File: src/rtl/core/assert_macros.svh
// Assertion helpers shared by the core RTL.
// Both forms sample on the rising edge of clk and are off while rst_n is low.
`ifndef ASSERT_MACROS_SVH
`define ASSERT_MACROS_SVH
`ifndef ASSERT_OFF
// Check that a property holds.
`define TSRC_ASSERT(lbl, prop) \
  lbl: assert property (@(posedge clk) disable iff (!rst_n) (prop)) \
    else $error("tsrc assertion failed");
// Check that a condition is never true.
`define TSRC_NEVER(lbl, cond) \
  lbl: assert property (@(posedge clk) disable iff (!rst_n) !(cond)) \
    else $error("tsrc forbidden condition seen");
`else
`define TSRC_ASSERT(lbl, prop)
`define TSRC_NEVER(lbl, cond)
`endif
`endif

File: src/rtl/core/tsrc_pkg.sv
`timescale 1ns / 1ps
package tsrc_pkg;

  // Field and datapath widths
  localparam int COORD_W = 12;             // touch and config coordinates
  localparam int DIFF_W  = COORD_W + 1;    // signed offset from center
  localparam int SQ_W    = 2 * COORD_W + 1; // dx*dx + dy*dy
  localparam int RAD_W   = SQ_W + 1;       // radicand padded to even width
  localparam int LEN_W   = RAD_W / 2;      // floored root
  localparam int Q_W     = 15;             // quotient, at most full scale
  localparam int STICK_W = 16;             // signed Q1.14 output
  localparam int CNT_W   = 4;              // step counters of serial units

  // Step counts of the serial units
  localparam int SQ_STEPS  = COORD_W;
  localparam int RT_STEPS  = LEN_W;
  localparam int DIV_STEPS = Q_W;

  // Configuration register indexes
  localparam int CFG_IDX_W = 2;
  localparam logic [CFG_IDX_W-1:0] CFG_CENTER_X = 2'd0;
  localparam logic [CFG_IDX_W-1:0] CFG_CENTER_Y = 2'd1;
  localparam logic [CFG_IDX_W-1:0] CFG_STICK_RAD = 2'd2;
  localparam logic [CFG_IDX_W-1:0] CFG_DEAD_RAD = 2'd3;

  localparam logic [COORD_W-1:0] STICK_RAD_RESET = 12'd128;

  // Event codes
  localparam int ACT_W = 2;
  localparam logic [ACT_W-1:0] ACT_DOWN = 2'd0;
  localparam logic [ACT_W-1:0] ACT_MOVE = 2'd1;
  localparam logic [ACT_W-1:0] ACT_UP   = 2'd2;

  localparam logic signed [STICK_W-1:0] FULL_SCALE = 16'sd16384;

  // Sequencer states
  typedef enum logic [2:0] {
    ST_IDLE,
    ST_SQSUM,
    ST_ROOT,
    ST_DIVIDE,
    ST_DONE
  } tsrc_state_t;

endpackage

File: src/rtl/core/tsrc_in_if.sv
`timescale 1ns / 1ps
interface tsrc_in_if;
  logic                          valid;
  logic                          ready;
  logic [tsrc_pkg::ACT_W-1:0]    action;
  logic [tsrc_pkg::COORD_W-1:0]  touch_x;
  logic [tsrc_pkg::COORD_W-1:0]  touch_y;

  modport source (output valid, action, touch_x, touch_y, input ready);
  modport sink (input valid, action, touch_x, touch_y, output ready);
endinterface

File: src/rtl/core/tsrc_out_if.sv
`timescale 1ns / 1ps
interface tsrc_out_if;
  logic                                valid;
  logic                                ready;
  logic signed [tsrc_pkg::STICK_W-1:0] stick_x;
  logic signed [tsrc_pkg::STICK_W-1:0] stick_y;
  logic                                is_pressed;

  modport source (output valid, stick_x, stick_y, is_pressed, input ready);
  modport sink (input valid, stick_x, stick_y, is_pressed, output ready);
endinterface

File: src/rtl/core/tsrc_sqsum.sv
`timescale 1ns / 1ps
// Sum of two squares by shift and add, one multiplier bit of each per cycle.
module tsrc_sqsum (
  input  logic                         clk,
  input  logic                         rst_n,
  input  logic                         start,
  input  logic [tsrc_pkg::COORD_W-1:0] mag_x,
  input  logic [tsrc_pkg::COORD_W-1:0] mag_y,
  output logic                         done,
  output logic [tsrc_pkg::SQ_W-1:0]    sq
);
  import tsrc_pkg::*;

  logic               busy_r, busy_nxt;
  logic               done_r, done_nxt;
  logic [CNT_W-1:0]   cnt_r, cnt_nxt;
  logic [COORD_W-1:0] mx_r, mx_nxt;
  logic [COORD_W-1:0] my_r, my_nxt;
  logic [COORD_W-1:0] bx_r, bx_nxt;
  logic [COORD_W-1:0] by_r, by_nxt;
  logic [SQ_W-1:0]    acc_r, acc_nxt;
  logic [SQ_W-1:0]    add_x, add_y;

  // Pick the partial products for the current multiplier bits, MSB first
  always_comb begin
    add_x = bx_r[COORD_W-1] ? SQ_W'(mx_r) : '0;
    add_y = by_r[COORD_W-1] ? SQ_W'(my_r) : '0;
  end

  // Load on start, then shift the accumulator and add one digit a cycle
  always_comb begin
    busy_nxt = busy_r;
    done_nxt = 1'b0;
    cnt_nxt  = cnt_r;
    mx_nxt   = mx_r;
    my_nxt   = my_r;
    bx_nxt   = bx_r;
    by_nxt   = by_r;
    acc_nxt  = acc_r;
    if (start) begin
      busy_nxt = 1'b1;
      cnt_nxt  = CNT_W'(SQ_STEPS);
      mx_nxt   = mag_x;
      my_nxt   = mag_y;
      bx_nxt   = mag_x;
      by_nxt   = mag_y;
      acc_nxt  = '0;
    end else if (busy_r) begin
      acc_nxt = {acc_r[SQ_W-2:0], 1'b0} + add_x + add_y;
      bx_nxt  = {bx_r[COORD_W-2:0], 1'b0};
      by_nxt  = {by_r[COORD_W-2:0], 1'b0};
      cnt_nxt = cnt_r - 1'b1;
      if (cnt_r == CNT_W'(1)) begin
        busy_nxt = 1'b0;
        done_nxt = 1'b1;
      end
    end
  end

  always_ff @(posedge clk) begin
    if (!rst_n) begin
      busy_r <= 1'b0;
      done_r <= 1'b0;
      cnt_r  <= '0;
    end else begin
      busy_r <= busy_nxt;
      done_r <= done_nxt;
      cnt_r  <= cnt_nxt;
    end
    mx_r  <= mx_nxt;
    my_r  <= my_nxt;
    bx_r  <= bx_nxt;
    by_r  <= by_nxt;
    acc_r <= acc_nxt;
  end

  assign done = done_r;
  assign sq   = acc_r;
endmodule

File: src/rtl/core/tsrc_sqrt.sv
`timescale 1ns / 1ps
// Floored square root, two radicand bits in and one root bit out per cycle.
module tsrc_sqrt (
  input  logic                         clk,
  input  logic                         rst_n,
  input  logic                         start,
  input  logic [tsrc_pkg::SQ_W-1:0]    sq,
  output logic                         done,
  output logic [tsrc_pkg::LEN_W-1:0]   root
);
  import tsrc_pkg::*;

  localparam int REM_W = LEN_W + 1;
  localparam int SH_W  = REM_W + 2;

  logic             busy_r, busy_nxt;
  logic             done_r, done_nxt;
  logic [CNT_W-1:0] cnt_r, cnt_nxt;
  logic [RAD_W-1:0] rad_r, rad_nxt;
  logic [REM_W-1:0] rem_r, rem_nxt;
  logic [LEN_W-1:0] root_r, root_nxt;
  logic [SH_W-1:0]  rem_sh;
  logic [SH_W-1:0]  trial;
  logic             fits;

  // Bring in the next bit pair and test the trial subtrahend
  always_comb begin
    rem_sh = {rem_r, rad_r[RAD_W-1 -: 2]};
    trial  = {1'b0, root_r, 2'b01};
    fits   = (rem_sh >= trial);
  end

  always_comb begin
    busy_nxt = busy_r;
    done_nxt = 1'b0;
    cnt_nxt  = cnt_r;
    rad_nxt  = rad_r;
    rem_nxt  = rem_r;
    root_nxt = root_r;
    if (start) begin
      busy_nxt = 1'b1;
      cnt_nxt  = CNT_W'(RT_STEPS);
      rad_nxt  = RAD_W'(sq);
      rem_nxt  = '0;
      root_nxt = '0;
    end else if (busy_r) begin
      rad_nxt = {rad_r[RAD_W-3:0], 2'b00};
      if (fits) begin
        rem_nxt  = REM_W'(rem_sh - trial);
        root_nxt = {root_r[LEN_W-2:0], 1'b1};
      end else begin
        rem_nxt  = REM_W'(rem_sh);
        root_nxt = {root_r[LEN_W-2:0], 1'b0};
      end
      cnt_nxt = cnt_r - 1'b1;
      if (cnt_r == CNT_W'(1)) begin
        busy_nxt = 1'b0;
        done_nxt = 1'b1;
      end
    end
  end

  always_ff @(posedge clk) begin
    if (!rst_n) begin
      busy_r <= 1'b0;
      done_r <= 1'b0;
      cnt_r  <= '0;
    end else begin
      busy_r <= busy_nxt;
      done_r <= done_nxt;
      cnt_r  <= cnt_nxt;
    end
    rad_r  <= rad_nxt;
    rem_r  <= rem_nxt;
    root_r <= root_nxt;
  end

  assign done = done_r;
  assign root = root_r;
endmodule

File: src/rtl/core/tsrc_div.sv
`timescale 1ns / 1ps
// Restoring divider lane: mag * 2^14 / divisor, one quotient bit per cycle.
// Needs mag <= divisor, so the quotient never passes full scale.
module tsrc_div (
  input  logic                         clk,
  input  logic                         rst_n,
  input  logic                         start,
  input  logic [tsrc_pkg::COORD_W-1:0] mag,
  input  logic [tsrc_pkg::LEN_W-1:0]   divisor,
  output logic                         done,
  output logic [tsrc_pkg::Q_W-1:0]     quot
);
  import tsrc_pkg::*;

  localparam int PART_W = LEN_W + 1;

  logic              busy_r, busy_nxt;
  logic              done_r, done_nxt;
  logic              first_r, first_nxt;
  logic [CNT_W-1:0]  cnt_r, cnt_nxt;
  logic [LEN_W-1:0]  div_r, div_nxt;
  logic [LEN_W-1:0]  rem_r, rem_nxt;
  logic [Q_W-1:0]    q_r, q_nxt;
  logic [PART_W-1:0] part;
  logic              ge;

  // First step takes the magnitude as is, later ones shift in a zero
  always_comb begin
    part = first_r ? {1'b0, rem_r} : {rem_r, 1'b0};
    ge   = (part >= {1'b0, div_r});
  end

  always_comb begin
    busy_nxt  = busy_r;
    done_nxt  = 1'b0;
    first_nxt = first_r;
    cnt_nxt   = cnt_r;
    div_nxt   = div_r;
    rem_nxt   = rem_r;
    q_nxt     = q_r;
    if (start) begin
      busy_nxt  = 1'b1;
      first_nxt = 1'b1;
      cnt_nxt   = CNT_W'(DIV_STEPS);
      div_nxt   = divisor;
      rem_nxt   = LEN_W'(mag);
      q_nxt     = '0;
    end else if (busy_r) begin
      first_nxt = 1'b0;
      rem_nxt   = ge ? LEN_W'(part - {1'b0, div_r}) : LEN_W'(part);
      q_nxt     = {q_r[Q_W-2:0], ge};
      cnt_nxt   = cnt_r - 1'b1;
      if (cnt_r == CNT_W'(1)) begin
        busy_nxt = 1'b0;
        done_nxt = 1'b1;
      end
    end
  end

  always_ff @(posedge clk) begin
    if (!rst_n) begin
      busy_r  <= 1'b0;
      done_r  <= 1'b0;
      first_r <= 1'b0;
      cnt_r   <= '0;
    end else begin
      busy_r  <= busy_nxt;
      done_r  <= done_nxt;
      first_r <= first_nxt;
      cnt_r   <= cnt_nxt;
    end
    div_r <= div_nxt;
    rem_r <= rem_nxt;
    q_r   <= q_nxt;
  end

  assign done = done_r;
  assign quot = q_r;
endmodule

File: src/rtl/core/touch_stick_radial_clamp_top.sv
`timescale 1ns / 1ps
// Flow: a tracked down or move runs the square sum, the root and the two divide lanes in turn,
// then waits in the done state for the output; inside the dead zone the divide is skipped.
// Up, move while released and the unused code go from accept straight to the done state.
// Throughput: one item at a time; a new item is taken only once the last result is in the output register.
// Reset: synchronous active-low rst_n clears the stick and the pressed flag and restores the
// config defaults.
`include "assert_macros.svh"
module touch_stick_radial_clamp_top (
  input  logic                           clk,
  input  logic                           rst_n,
  tsrc_in_if.sink                        in_ch,
  tsrc_out_if.source                     out_ch,
  input  logic                           cfg_we,
  input  logic [tsrc_pkg::CFG_IDX_W-1:0] cfg_idx,
  input  logic [tsrc_pkg::COORD_W-1:0]   cfg_wdata
);
  import tsrc_pkg::*;

  tsrc_state_t state_r, state_nxt;

  logic [COORD_W-1:0] cx_r, cy_r, rad_r, dead_r;

  logic                      held_r, held_nxt;
  logic signed [STICK_W-1:0] defx_r, defx_nxt;
  logic signed [STICK_W-1:0] defy_r, defy_nxt;
  logic                      out_valid_r, out_valid_nxt;

  logic               trk_r, trk_nxt;
  logic               clr_r, clr_nxt;
  logic               zero_r, zero_nxt;
  logic               sgnx_r, sgnx_nxt, sgny_r, sgny_nxt;
  logic [COORD_W-1:0] magx_r, magx_nxt, magy_r, magy_nxt;

  logic [DIFF_W-1:0] dx, dy;
  logic              accept;
  logic              out_free;
  logic              sq_start, rt_start, dv_start, fire;
  logic              sq_done, rt_done, dvx_done, dvy_done;
  logic [SQ_W-1:0]   sq;
  logic [LEN_W-1:0]  len;
  logic [LEN_W-1:0]  divisor;
  logic [Q_W-1:0]    qx, qy;
  logic              dead_hit;
  logic              tracks;

  // Take config writes
  always_ff @(posedge clk) begin
    if (!rst_n) begin
      cx_r   <= '0;
      cy_r   <= '0;
      rad_r  <= STICK_RAD_RESET;
      dead_r <= '0;
    end else if (cfg_we) begin
      unique case (cfg_idx)
        CFG_CENTER_X:  cx_r   <= cfg_wdata;
        CFG_CENTER_Y:  cy_r   <= cfg_wdata;
        CFG_STICK_RAD: rad_r  <= cfg_wdata;
        CFG_DEAD_RAD:  dead_r <= cfg_wdata;
      endcase
    end
  end

  // Offset from center, split into sign and magnitude
  always_comb begin
    dx       = {1'b0, in_ch.touch_x} - {1'b0, cx_r};
    dy       = {1'b0, in_ch.touch_y} - {1'b0, cy_r};
    sgnx_nxt = dx[DIFF_W-1];
    sgny_nxt = dy[DIFF_W-1];
    magx_nxt = dx[DIFF_W-1] ? COORD_W'(-dx) : COORD_W'(dx);
    magy_nxt = dy[DIFF_W-1] ? COORD_W'(-dy) : COORD_W'(dy);
  end

  assign accept   = in_ch.valid && in_ch.ready;
  assign out_free = !out_valid_r || out_ch.ready;
  assign tracks   = (in_ch.action == ACT_DOWN) || ((in_ch.action == ACT_MOVE) && held_r);

  // Root against the two radii
  always_comb begin
    dead_hit = (len <= {1'b0, dead_r});
    divisor  = (len > {1'b0, rad_r}) ? len : {1'b0, rad_r};
  end

  // Serial units
  tsrc_sqsum u_sqsum (
    .clk   (clk),
    .rst_n (rst_n),
    .start (sq_start),
    .mag_x (magx_nxt),
    .mag_y (magy_nxt),
    .done  (sq_done),
    .sq    (sq)
  );

  tsrc_sqrt u_sqrt (
    .clk   (clk),
    .rst_n (rst_n),
    .start (rt_start),
    .sq    (sq),
    .done  (rt_done),
    .root  (len)
  );

  tsrc_div u_div_x (
    .clk     (clk),
    .rst_n   (rst_n),
    .start   (dv_start),
    .mag     (magx_r),
    .divisor (divisor),
    .done    (dvx_done),
    .quot    (qx)
  );

  tsrc_div u_div_y (
    .clk     (clk),
    .rst_n   (rst_n),
    .start   (dv_start),
    .mag     (magy_r),
    .divisor (divisor),
    .done    (dvy_done),
    .quot    (qy)
  );

  // Next state
  always_comb begin
    state_nxt = state_r;
    unique case (state_r)
      ST_IDLE:   if (accept) state_nxt = tracks ? ST_SQSUM : ST_DONE;
      ST_SQSUM:  if (sq_done) state_nxt = ST_ROOT;
      ST_ROOT:   if (rt_done) state_nxt = dead_hit ? ST_DONE : ST_DIVIDE;
      ST_DIVIDE: if (dvx_done) state_nxt = ST_DONE;
      ST_DONE:   if (out_free) state_nxt = ST_IDLE;
      default:   state_nxt = ST_IDLE;
    endcase
  end

  // Sequencer outputs
  always_comb begin
    in_ch.ready = 1'b0;
    sq_start    = 1'b0;
    rt_start    = 1'b0;
    dv_start    = 1'b0;
    fire        = 1'b0;
    unique case (state_r)
      ST_IDLE:   begin
        in_ch.ready = 1'b1;
        sq_start    = in_ch.valid && tracks;
      end
      ST_SQSUM:  rt_start = sq_done;
      ST_ROOT:   dv_start = rt_done && !dead_hit;
      ST_DIVIDE: ;
      ST_DONE:   fire = out_free;
      default:   ;
    endcase
  end

  // Hold the item's kind and offset while the units run
  always_comb begin
    trk_nxt  = trk_r;
    clr_nxt  = clr_r;
    zero_nxt = zero_r;
    if (accept) begin
      trk_nxt  = tracks;
      clr_nxt  = (in_ch.action == ACT_UP);
      zero_nxt = 1'b0;
    end else if ((state_r == ST_ROOT) && rt_done) begin
      zero_nxt = dead_hit;
    end
  end

  // Update the stick when the result goes out
  always_comb begin
    held_nxt      = held_r;
    defx_nxt      = defx_r;
    defy_nxt      = defy_r;
    out_valid_nxt = out_valid_r && !out_ch.ready;
    if (fire) begin
      out_valid_nxt = 1'b1;
      if (trk_r) begin
        held_nxt = 1'b1;
        if (zero_r) begin
          defx_nxt = '0;
          defy_nxt = '0;
        end else begin
          defx_nxt = sgnx_r ? -$signed({1'b0, qx}) : $signed({1'b0, qx});
          defy_nxt = sgny_r ? -$signed({1'b0, qy}) : $signed({1'b0, qy});
        end
      end else if (clr_r) begin
        held_nxt = 1'b0;
        defx_nxt = '0;
        defy_nxt = '0;
      end
    end
  end

  always_ff @(posedge clk) begin
    if (!rst_n) begin
      state_r     <= ST_IDLE;
      held_r      <= 1'b0;
      defx_r      <= '0;
      defy_r      <= '0;
      out_valid_r <= 1'b0;
      trk_r       <= 1'b0;
      clr_r       <= 1'b0;
      zero_r      <= 1'b0;
    end else begin
      state_r     <= state_nxt;
      held_r      <= held_nxt;
      defx_r      <= defx_nxt;
      defy_r      <= defy_nxt;
      out_valid_r <= out_valid_nxt;
      trk_r       <= trk_nxt;
      clr_r       <= clr_nxt;
      zero_r      <= zero_nxt;
    end
    if (accept) begin
      sgnx_r <= sgnx_nxt;
      sgny_r <= sgny_nxt;
      magx_r <= magx_nxt;
      magy_r <= magy_nxt;
    end
  end

  // Stick state doubles as the output register
  assign out_ch.valid      = out_valid_r;
  assign out_ch.stick_x    = defx_r;
  assign out_ch.stick_y    = defy_r;
  assign out_ch.is_pressed = held_r;

  `TSRC_ASSERT(a_released_zero, !held_r |-> (defx_r == '0 && defy_r == '0))
  `TSRC_ASSERT(a_range_x, (defx_r <= FULL_SCALE) && (defx_r >= -FULL_SCALE))
  `TSRC_ASSERT(a_range_y, (defy_r <= FULL_SCALE) && (defy_r >= -FULL_SCALE))
  `TSRC_NEVER(a_lanes_apart, dvx_done != dvy_done)
  `TSRC_NEVER(a_sq_done_state, sq_done && (state_r != ST_SQSUM))
endmodule

File: src/flat_wrapper.sv
// flat-port wrapper written by rule: the top's interface ports become plain ports
module touch_stick_radial_clamp_top_flat import tsrc_pkg::*;
  (clk, rst_n, cfg_we, cfg_idx, cfg_wdata, in_ch_valid, in_ch_action, in_ch_touch_x, in_ch_touch_y, in_ch_ready, out_ch_valid, out_ch_stick_x, out_ch_stick_y, out_ch_is_pressed, out_ch_ready);
  tsrc_in_if in_ch_i ();
  tsrc_out_if out_ch_i ();
  input  logic clk;
  input  logic rst_n;
  input  logic cfg_we;
  input  logic [tsrc_pkg::CFG_IDX_W-1:0] cfg_idx;
  input  logic [tsrc_pkg::COORD_W-1:0] cfg_wdata;
  input wire logic [$bits(in_ch_i.valid)-1:0] in_ch_valid;
  input wire logic [$bits(in_ch_i.action)-1:0] in_ch_action;
  input wire logic [$bits(in_ch_i.touch_x)-1:0] in_ch_touch_x;
  input wire logic [$bits(in_ch_i.touch_y)-1:0] in_ch_touch_y;
  output wire logic [$bits(in_ch_i.ready)-1:0] in_ch_ready;
  output wire logic [$bits(out_ch_i.valid)-1:0] out_ch_valid;
  output wire logic [$bits(out_ch_i.stick_x)-1:0] out_ch_stick_x;
  output wire logic [$bits(out_ch_i.stick_y)-1:0] out_ch_stick_y;
  output wire logic [$bits(out_ch_i.is_pressed)-1:0] out_ch_is_pressed;
  input wire logic [$bits(out_ch_i.ready)-1:0] out_ch_ready;
  assign in_ch_i.valid = in_ch_valid;
  assign in_ch_i.action = in_ch_action;
  assign in_ch_i.touch_x = in_ch_touch_x;
  assign in_ch_i.touch_y = in_ch_touch_y;
  assign in_ch_ready = in_ch_i.ready;
  assign out_ch_valid = out_ch_i.valid;
  assign out_ch_stick_x = out_ch_i.stick_x;
  assign out_ch_stick_y = out_ch_i.stick_y;
  assign out_ch_is_pressed = out_ch_i.is_pressed;
  assign out_ch_i.ready = out_ch_ready;
  touch_stick_radial_clamp_top u_core (.clk(clk), .rst_n(rst_n), .in_ch(in_ch_i), .out_ch(out_ch_i), .cfg_we(cfg_we), .cfg_idx(cfg_idx), .cfg_wdata(cfg_wdata));
endmodule
File: config.mk
export PLATFORM = sky130hd
export DESIGN_NAME = touch_stick_radial_clamp_top_flat
export DESIGN_NICKNAME = d
export VERILOG_FILES = /design/src/rtl/core/tsrc_pkg.sv /design/src/rtl/core/tsrc_in_if.sv /design/src/rtl/core/tsrc_out_if.sv /design/src/rtl/core/tsrc_sqsum.sv /design/src/rtl/core/tsrc_sqrt.sv /design/src/rtl/core/tsrc_div.sv /design/src/rtl/core/touch_stick_radial_clamp_top.sv /design/src/flat_wrapper.sv
export VERILOG_INCLUDE_DIRS = /design/src /design/src/rtl/core
export SDC_FILE = /design/constraint.sdc
export NUM_CORES = 1
export LEC_CHECK = 0
export ABC_AREA = 1
export BUFFER_PORTS_ARGS = -buffer_cell sky130_fd_sc_hd__buf_2
export CORE_UTILIZATION = 27
export DETAILED_ROUTE_END_ITERATION = 6
export PLACE_DENSITY = 0.52
export SLEW_MARGIN = 25
export SYNTH_ARGS = -nofsm -noshare
export SYNTH_HDL_FRONTEND = slang
export SYNTH_SLANG_ARGS = --single-unit
File: constraint.sdc
create_clock -name clk -period 3.8 [get_ports clk]
set_input_delay 0.76 -clock clk [delete_from_list [all_inputs] [get_ports clk]]
set_output_delay 0.76 -clock clk [all_outputs]
set_load 0.01 [all_outputs]
Yosys cells after proc, flatten, opt, wreduce, memory -nomap -nowiden. Cells that the tools add are included.

Add/sub/neg operators: 15. $lt $le $gt $ge: 5. Reductions and logical operators: 31. Mux-type cells: 71. Bitwise logic cells: 4. Equality and inequality tests: 18.

Operators by type and width (number): $mux 12 (13); $mux 16 (7); $mux 25 (2); $mux 14 (3); $mux 4 (8); $neg 15->16 (2); $ge 14x13->1 (2); $mux 1 (28); $mux 13 (2); $sub 12x12->13 (2); $sub 13x13->13 (2); $add 25x12->25 (1); $add 25x25->25 (1); $neg 12->12 (2); $mux 3 (7); $eq 4x1->1 const B (4); $ge 16x15->1 (1); $sub 4x1->4 const B (4); $pmux 3 s5 (1); $sub 14x14->14 (1); $gt 13x12->1 (1); $le 13x12->1 (1); $reduce_and 2->1 (5); $reduce_bool 2->1 (5); 16 further kinds (39).

Bits of input ports: 45. Output and inout bits: 35. Register bits: 334. Word-level logic and storage cells: 192.

Logic depth before layout (Yosys ltp).
Depth after elaboration: 6. Mapped depth: 19.

Cells and area by module. A second synthesis with hierarchy kept.

Cell total of the unflattened synthesis: 2938. Area total of the unflattened synthesis: 21251.6 um2.

Modules (own cells, without submodules): touch_stick_radial_clamp_top (cells each 1088, instances 1, area an instance 7409.6 um2); tsrc_div (cells each 406, instances 2, area an instance 2991.6 um2); tsrc_sqsum (cells each 570, instances 1, area an instance 4535.6 um2); tsrc_sqrt (cells each 468, instances 1, area an instance 3323.2 um2).

Worst setup path after synthesis. No wires, ideal clock.

Path type: register to register. From: reg u_core.u_sqsum.bx_r[11]. To: reg u_core.u_sqsum.acc_r[11] (netlist: u_core.u_sqsum.sq[11]). Library setup time: 0.109 ns. Path slack: 1.005 ns. Required time: 3.691 ns. Arrival time: 2.686 ns. Clock period less this slack: 2.795 ns. Cell stages (with the launch flop): 16. Buffers on the path: 1. Cells stage by stage: edfxtp_1 clkbuf_1 nand2_1 inv_1 fa_1 ha_1 fa_1 nand3_1 nand3_1 a21boi_1 o21ai_0 nand3_1 a21o_1 nand3_1 nand2_1 inv_1.

Longest elaborated chain between the ends: 3.

RTL lines: start, declared (RTL line tsrc_sqsum.sv:19) `logic [COORD_W-1:0] bx_r, bx_nxt;`; start signal, assigned (RTL line tsrc_sqsum.sv:72) `bx_r <= bx_nxt;`; $mux 12 (RTL line tsrc_sqsum.sv:26) `add_x = bx_r[COORD_W-1] ? SQ_W'(mx_r) : '0;`; $add 25x25->25 (RTL line tsrc_sqsum.sv:49) `acc_nxt = {acc_r[SQ_W-2:0], 1'b0} + add_x + add_y;`; $add 25x12->25 (RTL line tsrc_sqsum.sv:49); end signal, assigned (RTL line tsrc_sqsum.sv:74) `acc_r <= acc_nxt;`; end, declared (RTL line tsrc_sqsum.sv:21) `logic [SQ_W-1:0] acc_r, acc_nxt;`.

Every way passes these cells. A chain may end at the register's enable or synchronous reset.

Final worst setup path.
From: reg u_core.u_div_y.first_r. To: reg u_core.u_div_y.rem_r[0], data pin.

Longest elaborated chain between the ends: 5. Elaborated cells on any way between the ends: 6. Those cells by class: 1 x add/sub; 1 x order compare; 4 x mux.

RTL lines: start, declared (RTL line tsrc_div.sv:19) `logic first_r, first_nxt;`; start signal, assigned (RTL line tsrc_div.sv:69) `first_r <= first_nxt;`; $mux 14 (*) (RTL line tsrc_div.sv:29) `part = first_r ? {1'b0, rem_r} : {rem_r, 1'b0};`; $sub 13x13->13 or $ge 14x13->1 (tied branches) (RTL line tsrc_div.sv:50, tsrc_div.sv:30); $mux 13 (*) (RTL line tsrc_div.sv:50) `rem_nxt = ge ? LEN_W'(part - {1'b0, div_r}) : LEN_W'(part);`; $mux 12 (*) (RTL line tsrc_div.sv:48) `end else if (busy_r) begin`; $mux 12 (*) (RTL line tsrc_div.sv:41) `if (start) begin`; net u_core.u_div_y.rem_nxt[0] (RTL line tsrc_div.sv:22) `logic [LEN_W-1:0] rem_r, rem_nxt;`; end signal, assigned (RTL line tsrc_div.sv:73) `rem_r <= rem_nxt;`; end, declared (RTL line tsrc_div.sv:22).

Mark *: on every way through the listed nets, which the timed path passes. The rest lies on a longest branch. The select of a mux whose other input is x is not followed.

==> results.sh <==
export IMPL_synth_most_common_cell="nand2_1"
export IMPL_grt_overflow_total=0
export IMPL_n_antenna_cell=0
export IMPL_drt_first_iter_violations=959
export IMPL_p_leak_nw=9.96
export IMPL_async_flop_share_pct=0
export IMPL_worstMarginPinSlew_ns=0.969
export IMPL_crit_type="register to register"
export IMPL_violations="DRC"
export IMPL_synth_largest_area_cell="edfxtp_1"
export IMPL_final_min_clock_period_ns=3.40
export IMPL_clock_path_buffers=3
export IMPL_dr_pass1_iters=7
export IMPL_reg2reg_from="u_core.u_div_y.first_r"
export IMPL_cts_max_level=2
export IMPL_max_slew_margin_rel_pct=34.8
export IMPL_coreArea_um2=71500
export IMPL_cts_clk_slew_worst_paths_ns=0.05
export IMPL_drcViolationCount=1
export IMPL_setup_slack_ns=0.404
export IMPL_io_pins=80
export IMPL_finalHoldViolations=0
export IMPL_area_growth_pct=13.8
export IMPL_cts_resized_gates=0
export IMPL_synth_top_area_share_pct=21.0
export IMPL_final_nets=2812
export IMPL_ys_seq_elements=334
export IMPL_fmax_mhz=294
export IMPL_rsz0062_at_grt="no"
export IMPL_tns_ns=0
export IMPL_grt_max_degree=69
export IMPL_grt_pass1_wl_um=82200
export IMPL_dp_hpwl_um=38300
export IMPL_startpoint_type="register"
export IMPL_die_area_um2=73300
export IMPL_rows=98
export IMPL_synth_ff_type="dfxtp_1"
export IMPL_status="finished, violations left"
export IMPL_slew_violations=0
export IMPL_cts_buffers=39
export IMPL_drv_cap=0
export IMPL_synthTopCellsByCount="684 x nand2_1, 372 x inv_1, 220 x o21ai_0"
export IMPL_io_buffer_count=79
export IMPL_layout_drive_gt1_share_pct=8.37
export IMPL_cts_tree="yes"
export IMPL_start_util_pct=27.3
export IMPL_finalSetupViolCount=0
export IMPL_dp_slack_ns=0.465
export IMPL_irDropWorstVdd_v=0.000229
export IMPL_crit_start="u_core.u_div_y.first_r"
export IMPL_gp_congestion=0.895
export IMPL_postRouteAntennaNets=0
export IMPL_ys_seq_area_share_pct=41.3
export IMPL_clock_sinks=334
export IMPL_endpoint_kind="register"
export IMPL_synth_area_leaders="edfxtp_1 21%, dfxtp_1 20%, nand2_1 13%"
export IMPL_die_w_um=271
export IMPL_n_fill_cell=7695
export IMPL_wl_um=51300
export IMPL_synth_edf_count=136
export IMPL_grt_use_total_pct=14.0
export IMPL_cp_required_ns=4.10
export IMPL_hold_class="register to register"
export IMPL_arrival_ns=3.70
export IMPL_clock_latency_ns=0.56
export IMPL_antenna_found_initial=0
export IMPL_finClkSkew_ns=0.0274
export IMPL_grt_pass1_vias=15298
export IMPL_synth_nets=2751
export IMPL_syn_avg_cell_area_um2=7.56
export IMPL_syn_area_um2=19500
export IMPL_fin_util_pct=31.0
export IMPL_via_count=16039
export IMPL_p_per_area_nw_per_um2=493
export IMPL_die_h_um=271
export IMPL_min_period_over_period_pct=89.4
export IMPL_synth_cell_types=53
export IMPL_cts_hold_buf=0
export IMPL_fin_hold_ws_ns=0.459
export IMPL_vias_per_cell=4.44
export IMPL_wl_per_cell_um=14.2
export IMPL_syn_inst=2576
export IMPL_cts_root_buf="clkbuf_16"
export IMPL_min_delay_start="u_core.out_ch.stick_x[3]"
export IMPL_cts_setup_buffers=0
export IMPL_yosys_warnings=0
export IMPL_critPathMaxFanout=22
-- critical path, stage by stage, from the launching register on --
cell	delay, ns
dfxtp_1	0.74
inv_1	0.29
o21ai_0	0.33
ha_1	0.34
a21oi_1	0.24
o21ai_0	0.10
a21oi_1	0.17
nand3_2	0.39
inv_1	0.32
o21ai_0	0.11
nand2_1	0.07
nand2_1	0.05
-- per-layer routing --
| metal | up-vias | track usage [%] | share of wire, % |
|---|---|---|---|
| li1 | 8527 | - | - |
| met1 | 7215 | 18.7 | 49 |
| met2 | 230 | 22.9 | 45 |
| met3 | 67 | 1.96 | 3.6 |
| met4 | 0 | 4.76 | 2.8 |
| met5 | - | 0 | 0 |
-- cell type report --
class	instances	area [um^2]	share of cell area, %
Multi-Input combinational cell	1776	9620	43.4
Sequential cell	334	8050	36.3
Inverter	385	1450	6.52
Tap cell	950	1190	5.36
Clock buffer	52	1060	4.80
Timing Repair Buffer	101	573	2.58
Clock inverter	17	234	1.06
-- where the power goes --
part           leakage [nW]  switching, mW  internal, mW
logic                  6.44           1.65         0.909
registers              2.88          0.302          4.19
clock network         0.637           1.56          2.31
-- through the flow --
stage,instance area [um^2],power [mW],instances
floorplan,19500,6.43,2576
global placement,20900,7.13,3546
detailed placement,20900,7.14,3546
CTS,22200,11.1,3615
global route,22200,11.6,3615
finish,22200,10.9,3615
-- state kept, by name, indices dropped and copies added, names as in the netlist, 13 cells and up --
name and flops:
u_core.out_ch.stick_x 16, u_core.out_ch.stick_y 16, u_core.u_div_x.div_r 13, u_core.u_div_x.quot 15, u_core.u_div_x.rem_r 13, u_core.u_div_y.quot 15
u_core.u_div_y.rem_r 13, u_core.u_sqrt.rad_r 26, u_core.u_sqrt.rem_r 14, u_core.u_sqrt.root 13, u_core.u_sqsum.sq 25
-- placed cells by master (no fill, tap or decap), drive strengths merged, types with 11 or more instances in the layout --
cell	instances
xor2	46
nand4	25
buf	101
inv	386
clkinv	11
clkbuf	52
dfxtp	198
a21oi	209
nand2	700
o22ai	13
o21ai	260
nor2	144
edfxtp	136
fa	16
nand3	131
o211ai	12
xnor2	27
nor3	30
ha	114
-- worst paths after layout --
path,cells after the start,slack (ns),end
hold reg to reg,2,0.46,u_core.out_ch.stick_x[3]
setup / recovery,11,0.40,u_core.u_div_y.rem_r[0]
hold / removal,2,0.46,u_core.out_ch.stick_x[3]
setup reg to reg,11,0.40,u_core.u_div_y.rem_r[0]
-- logic make-up (layout without fill, tap and decap cells) --
| kind of cell | Yosys count | count (layout) | share of synthesized area (%) |
|---|---|---|---|
| AO/OA/AOI/OAI | 530 | 530 | 14.4 |
| XOR/XNOR | 73 | 73 | 3.36 |
| adder cells (fa/ha/maj) | 130 | 130 | 8.96 |
| buffers and inverters | 466 | 555 | 9.38 |
| flip-flops | 334 | 334 | 41.3 |
| multiplexers | 1 | 1 | 0.0514 |
| AND/OR/NAND/NOR | 1042 | 1042 | 22.6 |
(Power assumes the default switching activity.)
